==> src/hw/rtl/plhc_pkg.sv <==
`timescale 1ns / 1ps
// ----------------------------------------------------------------------------
// plhc_pkg
// Shared types and constants of the pinned/LRU header record store.
// ----------------------------------------------------------------------------
package plhc_pkg;

    localparam int SLOTS_DEF = 64;
    localparam int CAP_W     = 7;
    localparam int TOTAL_W   = 7;

    localparam logic [CAP_W-1:0] CAP_RESET = 7'd32;

    // operation codes
    localparam logic [2:0] MODE_PIN    = 3'd0;
    localparam logic [2:0] MODE_UNPIN  = 3'd1;
    localparam logic [2:0] MODE_ERASE  = 3'd2;
    localparam logic [2:0] MODE_LOOKUP = 3'd3;
    localparam logic [2:0] MODE_FILL   = 3'd4;

    // result status codes
    localparam logic [1:0] ST_DONE = 2'd0;
    localparam logic [1:0] ST_HIT  = 2'd1;
    localparam logic [1:0] ST_MISS = 2'd2;
    localparam logic [1:0] ST_FULL = 2'd3;

    // header record payload
    typedef struct packed {
        logic [31:0]  version;
        logic [255:0] merkle;
        logic [31:0]  stamp_time;
        logic [31:0]  target_bits;
        logic [31:0]  nonce_value;
    } t_rec;

    // controller to datapath commands
    typedef struct packed {
        logic load;
        logic match;
        logic exec;
        logic trim;
        logic finish;
    } t_cmd;

    // datapath to controller status
    typedef struct packed {
        logic need_trim;
    } t_sts;

endpackage

==> src/hw/rtl/plhc_ctrl.sv <==
`timescale 1ns / 1ps
// ----------------------------------------------------------------------------
// plhc_ctrl
// Sequencer: accept, key match, execute, then evict until within capacity.
// ----------------------------------------------------------------------------
module plhc_ctrl
    import plhc_pkg::*;
(
    input  logic i_clk,
    input  logic i_rst_n,
    input  logic start,
    input  t_sts i_sts,
    output t_cmd o_cmd,
    output logic busy
);

    localparam logic [1:0] S_IDLE  = 2'd0;
    localparam logic [1:0] S_MATCH = 2'd1;
    localparam logic [1:0] S_EXEC  = 2'd2;
    localparam logic [1:0] S_TRIM  = 2'd3;

    logic [1:0] r_state;
    logic [1:0] n_state;

    // next state and commands
    always_comb begin
        n_state = r_state;
        o_cmd   = '0;
        unique case (r_state)
            S_IDLE: begin
                if (start) begin
                    o_cmd.load = 1'b1;
                    n_state    = S_MATCH;
                end
            end
            S_MATCH: begin
                o_cmd.match = 1'b1;
                n_state     = S_EXEC;
            end
            S_EXEC: begin
                o_cmd.exec = 1'b1;
                n_state    = S_TRIM;
            end
            S_TRIM: begin
                if (i_sts.need_trim) begin
                    o_cmd.trim = 1'b1;
                end else begin
                    o_cmd.finish = 1'b1;
                    n_state      = S_IDLE;
                end
            end
            default: n_state = S_IDLE;
        endcase
    end

    // hold state
    always_ff @(posedge i_clk) begin
        if (!i_rst_n) begin
            r_state <= S_IDLE;
        end else begin
            r_state <= n_state;
        end
    end

    assign busy = (r_state != S_IDLE);

endmodule

==> config.mk <==
export PLATFORM = sky130hd
export DESIGN_NAME = plhc_ctrl
export DESIGN_NICKNAME = d
export VERILOG_FILES = /design/src/hw/rtl/plhc_pkg.sv /design/src/hw/rtl/plhc_ctrl.sv
export SDC_FILE = /design/constraint.sdc
export NUM_CORES = 1
export LEC_CHECK = 0
export BUFFER_PORTS_ARGS = -buffer_cell sky130_fd_sc_hd__buf_4
export CAP_MARGIN = 20
export CORE_AREA = 2 2 39 41
export DETAILED_ROUTE_END_ITERATION = 10
export DIE_AREA = 0 0 41 43
export GPL_TIMING_DRIVEN = 0
export PLACE_DENSITY = 0.35
export RECOVER_POWER = 50
export SETUP_SLACK_MARGIN = 0.3
export SLEW_MARGIN = 20
export SYNTH_ARGS = -nofsm -noshare
export SYNTH_HDL_FRONTEND = slang
export SYNTH_SLANG_ARGS = --single-unit
==> constraint.sdc <==
create_clock -name i_clk -period 1.2 [get_ports i_clk]
set_clock_uncertainty 0.1 [all_clocks]
set_input_delay 0.12 -clock i_clk [delete_from_list [all_inputs] [get_ports i_clk]]
set_output_delay 0.12 -clock i_clk [all_outputs]
set_load 0.005 [all_outputs]
==> impl_metrics.toml <==
[sta]
fmaxAchievable_mhz = 812.0
min_period_over_period = 1.026
slew_headroom = 0.9192
tightest_slew_ns = 0.1179
finalWorstSetupSlack_ns = -0.03159
hold_viol = 0
rsz0062_at_grt = "yes"
period_minus_slack_ns = 1.232
slew_violations = 0
setup_violations = 4

[critical_path]
max_stage_delay_ns = 0.37
cp.arrival_ns = 1.01
crit_required_ns = 0.98
startpoint_type = "flip-flop"
critPathCaptureType = "output pin"
path_max_fanout = 4
path_cells = "inv_4 -> ha_4 -> inv_2 -> nor2_2 -> buf_4"
cpMaxStageDelayCell = "dfxtp_4"
critPathKind = "reg2out"
rr_startpoint = "r_state[0]"
cp-startpoint = "r_state[0]"

[yosys]
synth-async-reset-ratio = 0
yosysMostFrequentCell = "ha_1"
synthDistinctLibCells = 10
syn_inst = 21
synth_top_area_cell = "ha_1"
synth_ff_type = "dfxtp_1"
yosysSeqAreaShare = 0.2119
ys_warn_count = 0
ys_top_cells_by_area = "ha_1, dfxtp_1, mux2i_1"
syn_nets = 30
synth_area_um2 = 188.9
post-synth-top-area-fraction = 0.3311
ys_ff_latch = 2
synth_edf_count = 0
syn_area_per_cell_um2 = 8.997
synthTopCellsByCount = "ha_1, inv_1, nand2_1"

[clocking]
numClockSinks = 2
cts_root_buf = "clkbuf_4"
cts_buffer_depth = 2
clk_latency_ns = 0.22
cts.reportedPaths.clkPinSlew_ns = 0.03
h-tree-depth = 1
cts_tree = "built"
numCtsBuffers = 3

[place]
dpl-instance-area_um2 = 284.0
io_buffers = 9
gp_congestion = 0.7258
dp_hpwl_um = 296.3

[worst_hold_path]
worstHoldPathType = "in2reg"
min-delay-start = "i_rst_n"

[outcome]
violations = "setup timing"
outcome = "finished, violations left"

[floorplan]
dieArea_mm2 = 0.001763
io_pins = 10
die_x_um = 41
initial_core_util = 0.1365
row_count = 14
core_mm2 = 0.001384
fp.dieH_um = 43

[global_routing]
grt_max_degree = 5
grt_util_all_layers = 0.06100
antenna_found_initial = 0
grt-ovfl-total = 0
grt_pass1_wl_um = 703
grt_pass1_vias = 220

[flow_run]
maxCapViolCount = 0

[final_layout]
diodes = 0
nNetsFinal = 48
fin_area_um2 = 390.4
area_delta_synth_final_pct = 106.6
reg_top3 = "r_state x2"
largest-register = "r_state"
largest_reg_flops = 2
fin_util = 0.2821
drive_above_1_share = 0.7568

[detailed_routing]
first_pass_iters = 3
viasPerCell = 3.585
wire_per_inst_um = 8.434
via_count = 190
drtAntennaViolNets = 0
route.detailed.drc = 0
drt-initial-drc-count = 2
wl_um = 447

[power_and_ir_drop]
ir_drop_mv = 0.7971
power.density_mw_per_mm2 = 2313
p_leak_nw = 0.1827
-- path summary, 6_finish.rpt --
| path | to | slack (ns) | cells after the start |
|---|---|---|---|
| worst min-delay path | r_state[0] | 0.08 | 3 |
| worst max register to register | r_state[1] | 0 | 5 |
| worst min register to register | r_state[0] | 0.42 | 2 |
| worst max-delay path | o_cmd[4] | -0.03 | 5 |
-- logic make-up (layout without fill, tap and decap cells) --
logic type | Yosys count | after routing | synth area share
AOI/OAI and AO/OA | 2 | 2 | 0.1126
adders and majority gates | 5 | 5 | 0.3311
buffers and inverters | 4 | 20 | 0.07945
DFF | 2 | 2 | 0.2119
muxes | 2 | 2 | 0.1060
and+or+nand+nor | 6 | 6 | 0.1589
-- layer usage --
layer | part of all wire | vias to the layer above | GRT usage
li1 | - | 97 | -
met3 | 0.12 | 0 | 0.01571
met1 | 0.36 | 84 | 0.04762
met5 | 0 | - | 0
met2 | 0.52 | 9 | 0.1063
met4 | 0 | 0 | 0.06000
-- area by class of cell --
class,instances,area (um^2)
inverters,4,20.02
flip-flops and latches,2,47.55
multi-input cells,15,171.4
clock buffers,3,22.52
well taps,16,20.02
repair buffers,13,108.9
fillers,154,993.5
-- critical path, delay by kind of cell (launching register included) --
family | cells | cell delay [ns]
AND/OR/NAND/NOR | 1 | 0.03
adder cells (fa/ha/maj) | 1 | 0.16
flip-flops | 1 | 0.37
buffers and inverters | 3 | 0.24
-- report_power, final --
part	total [mW]	leakage (nW)	switching (mW)	internal [mW]
combinational	0.578	0.151	0.227	0.351
clock	0.146	0.0138	0.0356	0.110
sequential	0.179	0.0178	0.0602	0.119
total	0.903	0.183	0.323	0.580
-- stage by stage --
step           TNS [ns]  power, mW  hold slack [ns]  setup WS (ns)  cells
2_1_floorplan         0     0.3589           0.1582         0.1010     21
3_3_place_gp          0     0.5181           0.3065        0.04186     46
3_5_place_dp          0     0.5200           0.3114        0.02688     46
4_1_cts         -0.1731     0.8633          0.06979       -0.03818     53
5_1_grt         -0.3091     0.9905          0.09212       -0.08006     53
6_report       -0.06463     0.9031          0.07934       -0.03159     53
-- layout by cell type (no fill, tap or decap) --
cell      synthesis  routed
dfxtp_4           0       2
nor2b_4           0       1
clkbuf_4          0       3
mux2i_1           2       2
o21ai_1           0       1
ha_1              5       2
inv_1             4       1
ha_4              0       2
nor2_2            0       1
and2_4            1       1
nand2_1           3       3
ha_2              0       1
inv_2             0       1
buf_6             0       3
inv_4             0       2
buf_4             0      10
a21oi_4           1       1
-- timing repair --
| action | 4_1_cts | 5_1_grt |
|---|---|---|
| setup buffers | 4 | 0 |
| endpoints found under the hold margin | 0 | 0 |
| hold buffers | 0 | 0 |
| endpoints found under the setup margin | 8 | 8 |
| pin swaps | 2 | 1 |
| gates resized for setup | 11 | 5 |
No activity file was read; power rests on OpenSTA's default activity.
